## src/rtl/adrd_pkg.sv

```systemverilog
`default_nettype none
package adrd_pkg;

	localparam int ADDR_W   = 32;
	localparam int TARGET_W = 8;
	localparam int CMD_W    = 3;
	localparam int STATUS_W = 4;

	localparam logic [CMD_W-1:0] CMD_ADD   = 3'd0;
	localparam logic [CMD_W-1:0] CMD_READ  = 3'd1;
	localparam logic [CMD_W-1:0] CMD_WRITE = 3'd2;
	localparam logic [CMD_W-1:0] CMD_PEEK  = 3'd3;
	localparam logic [CMD_W-1:0] CMD_TAKE  = 3'd4;
	localparam logic [CMD_W-1:0] CMD_CLEAR = 3'd5;

	localparam logic [STATUS_W-1:0] ST_HIT      = 4'd0;
	localparam logic [STATUS_W-1:0] ST_UNMAPPED = 4'd1;
	localparam logic [STATUS_W-1:0] ST_ADDED    = 4'd2;
	localparam logic [STATUS_W-1:0] ST_BAD      = 4'd3;
	localparam logic [STATUS_W-1:0] ST_DUP      = 4'd4;
	localparam logic [STATUS_W-1:0] ST_FULL     = 4'd5;
	localparam logic [STATUS_W-1:0] ST_TAKEN    = 4'd6;
	localparam logic [STATUS_W-1:0] ST_NONE     = 4'd7;
	localparam logic [STATUS_W-1:0] ST_CLEARED  = 4'd8;

	localparam logic REG_DEV_START = 1'b0;
	localparam logic REG_FAULT_EN  = 1'b1;

	typedef struct packed {
		logic                hit;
		logic                dup;
		logic                full;
		logic                cache_cov;
		logic [TARGET_W-1:0] hit_target;
		logic [TARGET_W-1:0] cache_target;
	} adrd_lookup_t;

	typedef struct packed {
		logic add;
		logic clear;
	} adrd_update_t;

	typedef struct packed {
		logic                fault_write;
		logic [ADDR_W-1:0]   fault_address;
		logic                fault_raised;
		logic [TARGET_W-1:0] selected_target;
		logic [STATUS_W-1:0] status;
	} adrd_result_t;

endpackage
`default_nettype wire

```

## src/rtl/adrd_table.sv

```systemverilog
`default_nettype none
module adrd_table #(
	parameter int RANGE_ENTRIES = 16
) (
	input  wire                                        clk,
	input  wire                                        arst_n,
	input  adrd_pkg::adrd_update_t                     upd,
	input  wire  [adrd_pkg::ADDR_W-1:0]                address,
	input  wire  [adrd_pkg::ADDR_W-1:0]                range_end,
	input  wire  [adrd_pkg::TARGET_W-1:0]              target_id,
	input  wire  [$clog2(RANGE_ENTRIES)-1:0]           cache_slot,
	output adrd_pkg::adrd_lookup_t                     lookup,
	output logic [$clog2(RANGE_ENTRIES)-1:0]           hit_slot
);
	import adrd_pkg::*;

	localparam int SLOT_W = $clog2(RANGE_ENTRIES);
	localparam int LEAVES = 1 << SLOT_W;

	logic [ADDR_W-1:0]        start_q  [RANGE_ENTRIES];
	logic [ADDR_W-1:0]        last_q   [RANGE_ENTRIES];
	logic [TARGET_W-1:0]      target_q [RANGE_ENTRIES];
	logic [RANGE_ENTRIES-1:0] valid_q;

	logic [RANGE_ENTRIES-1:0] match;
	logic [RANGE_ENTRIES-1:0] same_start;
	logic [SLOT_W-1:0]        free_slot;

	logic                node_v     [2*LEAVES];
	logic [ADDR_W-1:0]   node_start [2*LEAVES];
	logic [SLOT_W-1:0]   node_idx   [2*LEAVES];

	always_comb begin
		for (int i = 0; i < RANGE_ENTRIES; i++) begin
			match[i] = valid_q[i] && (address >= start_q[i]) && (address <= last_q[i]);
			same_start[i] = valid_q[i] && (start_q[i] == address);
		end
	end

	// lowest free entry
	always_comb begin
		free_slot = '0;
		for (int i = RANGE_ENTRIES - 1; i >= 0; i--) begin
			if (!valid_q[i]) begin
				free_slot = SLOT_W'(i);
			end
		end
	end

	// min tree on start over matching entries
	always_comb begin
		for (int i = 0; i < 2 * LEAVES; i++) begin
			node_v[i]     = 1'b0;
			node_start[i] = '0;
			node_idx[i]   = '0;
		end
		for (int i = 0; i < RANGE_ENTRIES; i++) begin
			node_v[LEAVES+i]     = match[i];
			node_start[LEAVES+i] = start_q[i];
			node_idx[LEAVES+i]   = SLOT_W'(i);
		end
		for (int n = LEAVES - 1; n >= 1; n--) begin
			if (node_v[2*n] && (!node_v[2*n+1] || node_start[2*n] <= node_start[2*n+1])) begin
				node_v[n]     = 1'b1;
				node_start[n] = node_start[2*n];
				node_idx[n]   = node_idx[2*n];
			end else begin
				node_v[n]     = node_v[2*n+1];
				node_start[n] = node_start[2*n+1];
				node_idx[n]   = node_idx[2*n+1];
			end
		end
	end

	assign hit_slot            = node_idx[1];
	assign lookup.hit          = node_v[1];
	assign lookup.hit_target   = target_q[node_idx[1]];
	assign lookup.dup          = |same_start;
	assign lookup.full         = &valid_q;
	assign lookup.cache_cov    = match[cache_slot];
	assign lookup.cache_target = target_q[cache_slot];

	always_ff @(posedge clk or negedge arst_n) begin
		if (!arst_n) begin
			valid_q <= '0;
		end else if (upd.clear) begin
			valid_q <= '0;
		end else if (upd.add) begin
			valid_q[free_slot] <= 1'b1;
		end
	end

	always_ff @(posedge clk) begin
		if (upd.add) begin
			start_q[free_slot]  <= address;
			last_q[free_slot]   <= range_end;
			target_q[free_slot] <= target_id;
		end
	end

endmodule
`default_nettype wire

```

## src/rtl/adrd_exec.sv

```systemverilog
`default_nettype none
module adrd_exec #(
	parameter int RANGE_ENTRIES = 16
) (
	input  wire                                  clk,
	input  wire                                  arst_n,
	input  wire                                  fire,
	input  wire  [adrd_pkg::CMD_W-1:0]           command,
	input  wire  [adrd_pkg::ADDR_W-1:0]          address,
	input  wire  [adrd_pkg::ADDR_W-1:0]          range_end,
	input  wire  [adrd_pkg::ADDR_W-1:0]          device_space_start,
	input  wire                                  faults_enabled,
	input  adrd_pkg::adrd_lookup_t               lookup,
	input  wire  [$clog2(RANGE_ENTRIES)-1:0]     hit_slot,
	output logic [$clog2(RANGE_ENTRIES)-1:0]     cache_slot,
	output adrd_pkg::adrd_update_t               upd,
	output adrd_pkg::adrd_result_t               result
);
	import adrd_pkg::*;

	localparam int SLOT_W = $clog2(RANGE_ENTRIES);

	logic [SLOT_W-1:0] cache_slot_q;
	logic              cache_valid_q;
	logic              fault_pending_q;
	logic [ADDR_W-1:0] fault_address_q;
	logic              fault_write_q;

	logic add_ok;
	logic clear_ok;
	logic cache_fill;
	logic fault_set;
	logic fault_take;

	assign cache_slot = cache_slot_q;

	always_comb begin
		add_ok     = 1'b0;
		clear_ok   = 1'b0;
		cache_fill = 1'b0;
		fault_set  = 1'b0;
		fault_take = 1'b0;
		result     = '0;
		result.status = ST_NONE;
		case (command)
			CMD_ADD: begin
				if (address > range_end) begin
					result.status = ST_BAD;
				end else if (lookup.dup) begin
					result.status = ST_DUP;
				end else if (lookup.full) begin
					result.status = ST_FULL;
				end else begin
					result.status = ST_ADDED;
					add_ok = 1'b1;
				end
			end
			CMD_READ, CMD_WRITE, CMD_PEEK: begin
				if (command == CMD_READ && cache_valid_q && lookup.cache_cov) begin
					result.status          = ST_HIT;
					result.selected_target = lookup.cache_target;
				end else if (lookup.hit) begin
					result.status          = ST_HIT;
					result.selected_target = lookup.hit_target;
					cache_fill             = (command == CMD_READ);
				end else begin
					result.status = ST_UNMAPPED;
					if (command != CMD_PEEK && address >= device_space_start
							&& faults_enabled) begin
						fault_set           = 1'b1;
						result.fault_raised = 1'b1;
					end
				end
			end
			CMD_TAKE: begin
				if (fault_pending_q) begin
					result.status        = ST_TAKEN;
					result.fault_address = fault_address_q;
					result.fault_write   = fault_write_q;
					fault_take           = 1'b1;
				end
			end
			CMD_CLEAR: begin
				result.status = ST_CLEARED;
				clear_ok      = 1'b1;
			end
			default: begin
				result.status = ST_NONE;
			end
		endcase
	end

	assign upd.add   = fire && add_ok;
	assign upd.clear = fire && clear_ok;

	always_ff @(posedge clk or negedge arst_n) begin
		if (!arst_n) begin
			cache_slot_q    <= '0;
			cache_valid_q   <= 1'b0;
			fault_pending_q <= 1'b0;
			fault_address_q <= '0;
			fault_write_q   <= 1'b0;
		end else if (fire) begin
			if (clear_ok) begin
				cache_valid_q <= 1'b0;
			end else if (cache_fill) begin
				cache_slot_q  <= hit_slot;
				cache_valid_q <= 1'b1;
			end
			if (fault_set) begin
				fault_pending_q <= 1'b1;
				fault_address_q <= address;
				fault_write_q   <= (command == CMD_WRITE);
			end else if (fault_take) begin
				fault_pending_q <= 1'b0;
			end
		end
	end

endmodule
`default_nettype wire

```

## src/rtl/address_range_decoder_with_fault_latch.sv

```systemverilog
// Bus address decoder with a table of RANGE_ENTRIES inclusive ranges and a
// latch for the last unmapped device access. Each input beat carries a
// command (add range, read, write, peek, take fault, clear table); each
// produces exactly one result beat. One beat is accepted every clock while
// the result side is not stalled; the result beat passes through the input
// register, then the result register, with all range compares and the
// lowest-start pick done in parallel in the single stage between them.
// Config writes (device space start, fault enable) take effect on the next
// cycle and are meant for idle periods. No clearing pass is needed after
// reset.
`default_nettype none
module address_range_decoder_with_fault_latch #(
	parameter int RANGE_ENTRIES = 16
) (
	input  wire         clk,
	input  wire         arst_n,
	input  wire         s_axis_tvalid,
	output logic        s_axis_tready,
	// command[2:0], address[34:3], range_end[66:35], target_id[74:67], zero pad
	input  wire  [79:0] s_axis_tdata,
	output logic        m_axis_tvalid,
	input  wire         m_axis_tready,
	// status[3:0], selected_target[11:4], fault_raised[12],
	// fault_address_out[44:13], fault_write_out[45], zero pad
	output logic [47:0] m_axis_tdata,
	input  wire         cfg_we,
	input  wire         cfg_index,
	input  wire  [31:0] cfg_data
);
	import adrd_pkg::*;

	localparam int SLOT_W = $clog2(RANGE_ENTRIES);

	logic                valid_s1;
	logic [CMD_W-1:0]    command_s1;
	logic [ADDR_W-1:0]   address_s1;
	logic [ADDR_W-1:0]   range_end_s1;
	logic [TARGET_W-1:0] target_id_s1;

	logic                out_valid_q;
	adrd_result_t        result_q;

	logic [ADDR_W-1:0]   dev_start_q;
	logic                fault_en_q;

	logic                in_fire;
	logic                advance;
	adrd_lookup_t        lookup;
	adrd_update_t        upd;
	adrd_result_t        result;
	logic [SLOT_W-1:0]   hit_slot;
	logic [SLOT_W-1:0]   cache_slot;

	assign advance       = valid_s1 && (!out_valid_q || m_axis_tready);
	assign s_axis_tready = !valid_s1 || advance;
	assign in_fire       = s_axis_tvalid && s_axis_tready;
	assign m_axis_tvalid = out_valid_q;
	assign m_axis_tdata  = {2'b00, result_q.fault_write, result_q.fault_address,
		result_q.fault_raised, result_q.selected_target, result_q.status};

	always_ff @(posedge clk or negedge arst_n) begin
		if (!arst_n) begin
			dev_start_q <= '0;
			fault_en_q  <= 1'b1;
		end else if (cfg_we) begin
			case (cfg_index)
				REG_DEV_START: dev_start_q <= cfg_data;
				REG_FAULT_EN:  fault_en_q  <= cfg_data[0];
				default: begin
				end
			endcase
		end
	end

	always_ff @(posedge clk or negedge arst_n) begin
		if (!arst_n) begin
			valid_s1    <= 1'b0;
			out_valid_q <= 1'b0;
		end else begin
			if (in_fire) begin
				valid_s1 <= 1'b1;
			end else if (advance) begin
				valid_s1 <= 1'b0;
			end
			if (advance) begin
				out_valid_q <= 1'b1;
			end else if (m_axis_tready) begin
				out_valid_q <= 1'b0;
			end
		end
	end

	always_ff @(posedge clk) begin
		if (in_fire) begin
			command_s1   <= s_axis_tdata[2:0];
			address_s1   <= s_axis_tdata[34:3];
			range_end_s1 <= s_axis_tdata[66:35];
			target_id_s1 <= s_axis_tdata[74:67];
		end
		if (advance) begin
			result_q <= result;
		end
	end

	adrd_table #(
		.RANGE_ENTRIES(RANGE_ENTRIES)
	) u_table (
		.clk        (clk),
		.arst_n     (arst_n),
		.upd        (upd),
		.address    (address_s1),
		.range_end  (range_end_s1),
		.target_id  (target_id_s1),
		.cache_slot (cache_slot),
		.lookup     (lookup),
		.hit_slot   (hit_slot)
	);

	adrd_exec #(
		.RANGE_ENTRIES(RANGE_ENTRIES)
	) u_exec (
		.clk                (clk),
		.arst_n             (arst_n),
		.fire               (advance),
		.command            (command_s1),
		.address            (address_s1),
		.range_end          (range_end_s1),
		.device_space_start (dev_start_q),
		.faults_enabled     (fault_en_q),
		.lookup             (lookup),
		.hit_slot           (hit_slot),
		.cache_slot         (cache_slot),
		.upd                (upd),
		.result             (result)
	);

endmodule
`default_nettype wire

```

## config.mk

```make
export PLATFORM = sky130hd
export DESIGN_NAME = address_range_decoder_with_fault_latch
export DESIGN_NICKNAME = d
export VERILOG_FILES = /design/src/rtl/adrd_pkg.sv /design/src/rtl/adrd_table.sv /design/src/rtl/adrd_exec.sv /design/src/rtl/address_range_decoder_with_fault_latch.sv
export SDC_FILE = /design/constraint.sdc
export NUM_CORES = 2
export LEC_CHECK = 0
export BUFFER_PORTS_ARGS = -buffer_cell sky130_fd_sc_hd__buf_2
export CAP_MARGIN = 15
export CORE_ASPECT_RATIO = 1.75
export CORE_MARGIN = 1
export CORE_UTILIZATION = 29
export DETAILED_ROUTE_END_ITERATION = 8
export GPL_ROUTABILITY_DRIVEN = 1
export PLACE_DENSITY = 0.46
export SYNTH_ARGS = -nofsm -noshare
export SYNTH_HDL_FRONTEND = slang
export SYNTH_SLANG_ARGS = --single-unit
```

## constraint.sdc

```tcl
create_clock -name clk -period 35.9 [get_ports clk]
set_input_delay 1.795 -clock clk [delete_from_list [all_inputs] [get_ports clk]]
set_output_delay 1.795 -clock clk [all_outputs]
set_load 0.01 [all_outputs]
```

# Yosys cells after proc, flatten, opt, wreduce, memory -nomap -nowiden
# Memories as Yosys holds them, arrays and structs flattened.
# Index checks and enable logic that the tools add are counted.
totals:
  register_bits: 211
  ramBits: 1152
  inputBits: 118
  out_inout_bits: 50
  wordCells: 319
  n_memories: 3
classes:
  order_cmp: 52
  eq_ne: 22
  mux: 98
  n_bitwise: 3
  reduce_logical: 122
memory_table:
  columns: ["memory", "depth", "width", "rd", "rd_ports_with_merged_regs", "write_ports", "line", "rtl"]
  rows:
  - ["u_table.last_q", 16, 32, 16, 0, 1, "adrd_table.sv:21", "logic [ADDR_W-1:0] last_q [RANGE_ENTRIES];"]
  - ["u_table.start_q", 16, 32, 16, 0, 1, "adrd_table.sv:20", "logic [ADDR_W-1:0] start_q [RANGE_ENTRIES];"]
  - ["u_table.target_q", 16, 8, 2, 0, 1, "adrd_table.sv:22", "logic [TARGET_W-1:0] target_q [RANGE_ENTRIES];"]
ops:
  columns: ["op", "n"]
  rows:
  - ["32-bit less-or-equal comparator", 31]
  - ["32-bit >= comparator", 17]
  - ["32-bit equality test", 16]
  - ["32-bit 2-to-1 mux", 14]
  - ["4-bit 2-to-1 mux", 19]
  - ["1-bit logical AND", 72]
  - ["1-bit 2-to-1 mux", 51]
  - ["32-bit greater-than comparator", 1]
  - ["16-bit 2-to-1 mux", 2]
  - ["1-bit logical NOT", 17]
  - ["1-bit logical OR", 17]
  - ["16-bit OR", 1]
  - ["4-bit case mux with 4 select lines", 1]
  - ["16-bit AND reduction", 1]
  - ["16-bit OR reduction", 1]
  - ["12-bit 2-to-1 mux", 1]
  - ["2-bit AND reduction", 6]
  - ["4-bit by 5-bit < comparator with 1-bit output, second input constant", 2]
  - ["2-bit nonzero test", 5]
  - ["3-bit 2-to-1 mux", 3]
  - ["2-bit 2-to-1 mux", 4]
  - ["8-bit 2-to-1 mux", 1]
  - ["3-bit by 2-bit equality test with 1-bit output, second input constant", 2]
  - ["3-bit equality test, second input constant", 2]
  - ["other kinds (9)", 10]

# Logic depth before layout (Yosys ltp)
# An unclocked memory read counts as a cell.
depth:
  depth_word: 25
  depth_mapped: 56
  depth_no_buf: 50

# Modules after synthesis
# From an unflattened synthesis, not the netlist that was laid out.
hier_totals:
  hier_cells: 7969
  area_unflattened_um2: 87710.4
modules_own_cells:
  columns: ["mod", "instances", "cells_per_inst", "area_per_inst_um2"]
  rows:
  - ["adrd_table", 1, 7368, 78993.3]
  - ["address_range_decoder_with_fault_latch", 1, 204, 5141.2]
  - ["adrd_exec", 1, 397, 3575.9]

# Worst setup path before layout
# No wires, ideal clock.
synth_path:
  kind: "register -> register"
  from: "register address_s1[19]"
  to: "register result_q, in the netlist m_axis_tdata[8] (data pin)"
  t_arrival_ns: 12.343
  setup_slack_ns: 23.292
  stages_incl_launch_ff: 49
  n_path_buf: 6
  period_less_slack_ns: 12.608
  path_cell_list: "edfxtp_1 ha_1 a21oi_1 o21ai_0 a221o_1 a2111o_1 a22o_1 nor2_1 a21o_1 clkbuf_1 buf_1 nor2_1 a21oi_1 ha_1 a21oi_1 o21ai_0 a2111oi_0 nor2_1 (+13 left out) clkbuf_1 nand2_1 o21a_1 ha_1 nand4_1 or3_1 or4_1 or3_1 a21oi_1 nor4_1 a211oi_1 or2_1 buf_4 mux2i_2 buf_4 mux4_2 a211oi_1 a31oi_1"
synth_between:
  elab_chain_len: 22
  word_cells_on_any_way: 166
synth_lines:
  columns: ["item", "line", "rtl"]
  rows:
  - ["from (decl)", "address_range_decoder_with_fault_latch.sv:36", "logic [ADDR_W-1:0] address_s1;"]
  - ["from (signal assigned)", "address_range_decoder_with_fault_latch.sv:96", "address_s1 <= s_axis_tdata[34:3];"]
  - ["32-bit >= comparator", "adrd_table.sv:35", "match[i] = valid_q[i] && (address >= start_q[i]) && (address <= last_q[i]);"]
  - ["1-bit logical AND (2 in series)", "adrd_table.sv:35", null]
  - ["1-bit logical NOT", "adrd_table.sv:63", "if (node_v[2*n] && (!node_v[2*n+1] || node_start[2*n] <= node_start[2*n+1])) begin"]
  - ["1-bit logical OR", "adrd_table.sv:63", null]
  - ["1-bit logical AND", "adrd_table.sv:63", null]
  - ["32-bit 2-to-1 mux or 1-bit 2-to-1 mux (tied branches)", "adrd_table.sv:63", null]
  - ["32-bit less-or-equal comparator or 1-bit logical NOT (tied branches)", "adrd_table.sv:63", null]
  - ["1-bit logical OR", "adrd_table.sv:63", null]
  - ["(+5 left out)", null, null]
  - ["32-bit 2-to-1 mux or 1-bit 2-to-1 mux (tied branches)", "adrd_table.sv:63", null]
  - ["32-bit less-or-equal comparator or 1-bit logical NOT (tied branches)", "adrd_table.sv:63", null]
  - ["1-bit logical OR", "adrd_table.sv:63", null]
  - ["1-bit logical AND", "adrd_table.sv:63", null]
  - ["4-bit 2-to-1 mux", "adrd_table.sv:63", null]
  - ["memory 16 x 8 bit", null, null]
  - ["8-bit 2-to-1 mux", "adrd_exec.sv:62", "end else if (lookup.hit) begin"]
  - ["12-bit 2-to-1 mux (*)", "adrd_exec.sv:59", "if (command == CMD_READ && cache_valid_q && lookup.cache_cov) begin"]
  - ["to (signal assigned)", "address_range_decoder_with_fault_latch.sv:101", "result_q <= result;"]
  - ["to (decl)", "address_range_decoder_with_fault_latch.sv:41", "adrd_result_t result_q;"]
# Every way passes the cells marked *; elsewhere a longest branch is shown, timed or not. The select of a mux whose other input is x is not followed.
# A chain may end at the register's enable or synchronous reset.

# Final worst setup path
layout_path:
  from: "register address_s1[4]"
  to: "register result_q, in the netlist m_axis_tdata[10] (data pin)"
# Same word-level chain as after synthesis.

==> results.py <==
metrics = {
    "outcome": {
        "outcome": "complete, no violations",
    },
    "placed_design": {
        "placed_cell_area_mm2": 0.0949,
        "place.gp.congestion": 0.946,
        "dpl.hpwl_mm": 241,
        "dpl_worst_slack_ns": 17.15,
        "port_buffers": 160,
    },
    "setup_path": {
        "path_class": "reg -> reg",
        "crit_path_max_incr_delay_ns": 1.08,
        "startpoint_type": "flip-flop",
        "cp.required_ns": 36.49,
        "r2r_start": "address_s1[4]$_DFFE_PP_",
        "timing.rr.end": "m_axis_tdata[10]$_SDFFCE_PN0P_",
        "crit_path_top_delay_cell": "a221oi_1",
        "rrSetupSlack_ns": 16.88,
        "arrival_ns": 19.61,
        "cpMostUsedCell": "buf_4",
        "reg2regPathDepth": 48,
        "cp-end-kind": "flip-flop",
        "critical_path.max_fanout": 64,
    },
    "power": {
        "p_switching_w": 0.00109,
        "netSwitchingFraction_pct": 27.1,
        "peakVddDrop_mv": 0.0366,
        "p_int_w": 0.00294,
        "seq_power_share_pct": 44.8,
        "power.density_mw_per_mm2": 40.4,
        "clkPwrFrac_pct": 40.9,
        "p_leak_nw": 43.6,
        "p_total_w": 0.00404,
        "p_comb_share_pct": 14.3,
    },
    "sta": {
        "slew_viol_final": 0,
        "tightestPinTransition_ns": 1.25,
        "clock.fmax_mhz": 52.6,
        "finalSetupViolCount": 0,
        "setup_tns_ns": 0,
        "timing.final.crit_share_pct": 53.0,
        "finClkSkew_ns": 0.0758,
        "slew_headroom_pct": 15.6,
        "fin_crit_ns": 19.02,
        "setup_ws_ns": 16.88,
        "hold_violations": 0,
        "rsz0062_at_grt": "no",
    },
    "die": {
        "core_mm2": 0.300,
        "start_util_pct": 29.2,
        "io_pins": 168,
        "dieArea_mm2": 0.305,
        "die_h_um": 730,
        "rows": 266,
        "die_w_um": 418,
    },
    "drt": {
        "first_iter_violations": 4168,
        "drcViolationCount": 0,
        "via_count": 63800,
        "wl_per_cell_um": 26.3,
        "vias_per_cell": 5.13,
        "ant_nets": 0,
        "wirelength_mm": 328,
        "dr.pass1.iters": 6,
    },
    "cells_and_area": {
        "area_growth_pct": 14.0,
        "drive_gt1_share_pct": 9.94,
        "fin_nets": 10000,
        "fillers": 30300,
        "design_area_mm2": 0.100,
        "utilization_pct": 33.3,
    },
    "synth": {
        "synthDistinctLibCells": 89,
        "synth_area_leaders": "edfxtp_1 44%, ha_1 22%, inv_1 5.1%",
        "synth_seq_area_share_pct": 46.2,
        "yosysWarnings": 0,
        "synthMostInstantiatedCell": "ha_1",
        "netlist_area_mm2": 0.0877,
        "dominantRegCellSynth": "edfxtp_1",
        "synth.avg_cell_area_um2": 11.1,
        "synth_top_cell_by_area": "edfxtp_1",
        "ys_top_cells_by_count": "1568 x ha_1, 1273 x edfxtp_1, 1198 x inv_1, 718 x a21oi_1, 420 x nand2_1",
        "synth_top_area_share_pct": 43.6,
        "ys_ff_latch": 1363,
        "syn_inst": 7932,
        "synth_edf_count": 1273,
        "ys_async_sr_fraction_pct": 6.60,
    },
    "clocking": {
        "cts_root_buf": "clkbuf_16",
        "cts.sinks": 1363,
        "cts_hold_buf": 0,
        "clk_path_buf_depth": 4,
        "clk_pin_slew_worst_paths_ns": 0.06,
        "cts_repair_resize_count": 0,
        "post-cts-setup-buffers": 0,
        "cts_buffers": 152,
        "clk_latency_ns": 0.87,
        "cts_tree": "yes",
        "htreeDepth": 4,
    },
    "global_route": {
        "gr-usage-met3_pct": 1.98,
        "grt_use_total_pct": 21.3,
        "globalRouteOverflowTotal": 0,
        "met1_usage_pct": 20.7,
        "gr-max-usage-layer": "met2",
        "met2_usage_pct": 40.3,
        "grt_pass1_wl_mm": 461,
        "grt_pass1_vias": 66100,
        "grt_max_degree": 69,
        "antenna_found_initial": 20,
    },
    "job": {
        "maxCapViolCount": 0,
    },
    "worst_hold_path": {
        "hold_depth": 1,
        "hold_start": "u_exec.fault_address_q[15]$_DFFE_PN0P_",
        "min_to": "m_axis_tdata[28]$_SDFFCE_PN0P_",
        "hp-class": "reg -> reg",
    },
}
[per-layer routing]
metal / part of all wire [%] / wire (µm)
met4: 9.6 / 31400
met2: 53 / 174000
met1: 34 / 113000
met3: 2.9 / 9540
met5: 0.0079 / 26
[kinds of logic (layout without fill, tap and decap cells)]
logic type | after synthesis | in the layout | share of synthesized area [%]
AO/OA/AOI/OAI | 1866 | 1866 | 13.3
AND/OR/NAND/NOR | 1600 | 1600 | 9.18
adder cells (fa/ha/maj) | 1568 | 1568 | 22.4
flip-flops | 1363 | 1363 | 46.2
buffers and inverters | 1335 | 1829 | 5.77
multiplexers | 198 | 198 | 3.24
other | 1 | 9 | 0.00428
XOR/XNOR | 1 | 1 | 0.00999
[stage by stage]
step | std cells | hold slack [ns]
finish | 12500 | 0.483
global route | 12400 | 0.505
CTS | 12400 | 0.479
detailed placement | 12200 | 0.485
global placement | 12200 | 0.470
floorplan | 7933 | 0.457
[worst max-delay path by stage]
| stage | from | to | slack [ns] | depth (start not counted) |
|---|---|---|---|---|
| finish | address_s1[4]$_DFFE_PP_ | m_axis_tdata[10]$_SDFFCE_PN0P_ | 16.88 | 48 |
| global route | address_s1[4]$_DFFE_PP_ | m_axis_tdata[10]$_SDFFCE_PN0P_ | 16.73 | 48 |
| CTS | address_s1[4]$_DFFE_PP_ | m_axis_tdata[10]$_SDFFCE_PN0P_ | 17.12 | 48 |
| detailed placement | address_s1[4]$_DFFE_PP_ | m_axis_tdata[10]$_SDFFCE_PN0P_ | 17.15 | 48 |
| global placement | address_s1[29]$_DFFE_PP_ | m_axis_tdata[10]$_SDFFCE_PN0P_ | 17.27 | 48 |
| floorplan | address_s1[19]$_DFFE_PP_ | m_axis_tdata[8]$_SDFFCE_PN0P_ | 23.29 | 48 |
[final cells by class]
class                           count  area [µm²]  share of cell area (%)
Multi-Input combinational cell   5235       42500                    42.5
Sequential cell                  1363       40500                    40.5
Tap cell                         4020        5030                    5.03
Inverter                         1198        4500                    4.50
Clock buffer                      183        4070                    4.06
Timing Repair Buffer              366        2420                    2.42
Clock inverter                     82         970                   0.970
Antenna cell                        7        17.5                  0.0175
[power by group through the flow]
stage / clock [W] / combinational (W) / sequential [W]
CTS: 0.00169 / 0.000583 / 0.00181
finish: 0.00165 / 0.000577 / 0.00181
detailed placement: 0 / 0.000580 / 0.00184
global placement: 0 / 0.000567 / 0.00184
floorplan: 0 / 0.000303 / 0.00186
global route: 0.00173 / 0.000624 / 0.00181
[placed cells by master, fill, tap and decap left out, drive strengths merged, types with 55 or more instances in the layout]
cell type  synthesis  layout
nand4            313     313
a21oi            719     719
nand3             92      92
and2              56      56
clkbuf           101     183
o21ai            355     355
dfrtp             89      89
buf               36     366
a21o             310     310
mux2             121     121
o21a              74      74
nor3              55      55
mux4              55      55
nor2             362     362
inv             1198    1205
nor2b             88      88
ha              1568    1568
edfxtp          1273    1273
nand2            420     420
[critical path, delay by kind of cell (launching register included)]
kind | cells | cell delay, ns
AO/OA/AOI/OAI | 17 | 6.67
adder cells (fa/ha/maj) | 4 | 1.13
flip-flops | 1 | 0.66
buffers and inverters | 8 | 2.98
multiplexers | 1 | 0.43
AND/OR/NAND/NOR | 18 | 6.58
[sequential cells by signal, summed over array words and instances, names as in the netlist]
signal,flops
address_s1,32
command_s1,3
dev_start_q,32
fault_en_q,1
m_axis_tdata,46
m_axis_tvalid,1
range_end_s1,32
target_id_s1,8
u_exec.cache_slot,4
u_exec.cache_valid_q,1
u_exec.fault_address_q,32
u_exec.fault_pending_q,1
u_exec.fault_write_q,1
u_table.last_q,512
u_table.start_q,512
u_table.target_q,128
u_table.valid_q,16
valid_s1,1
(Power assumes the default switching activity.)
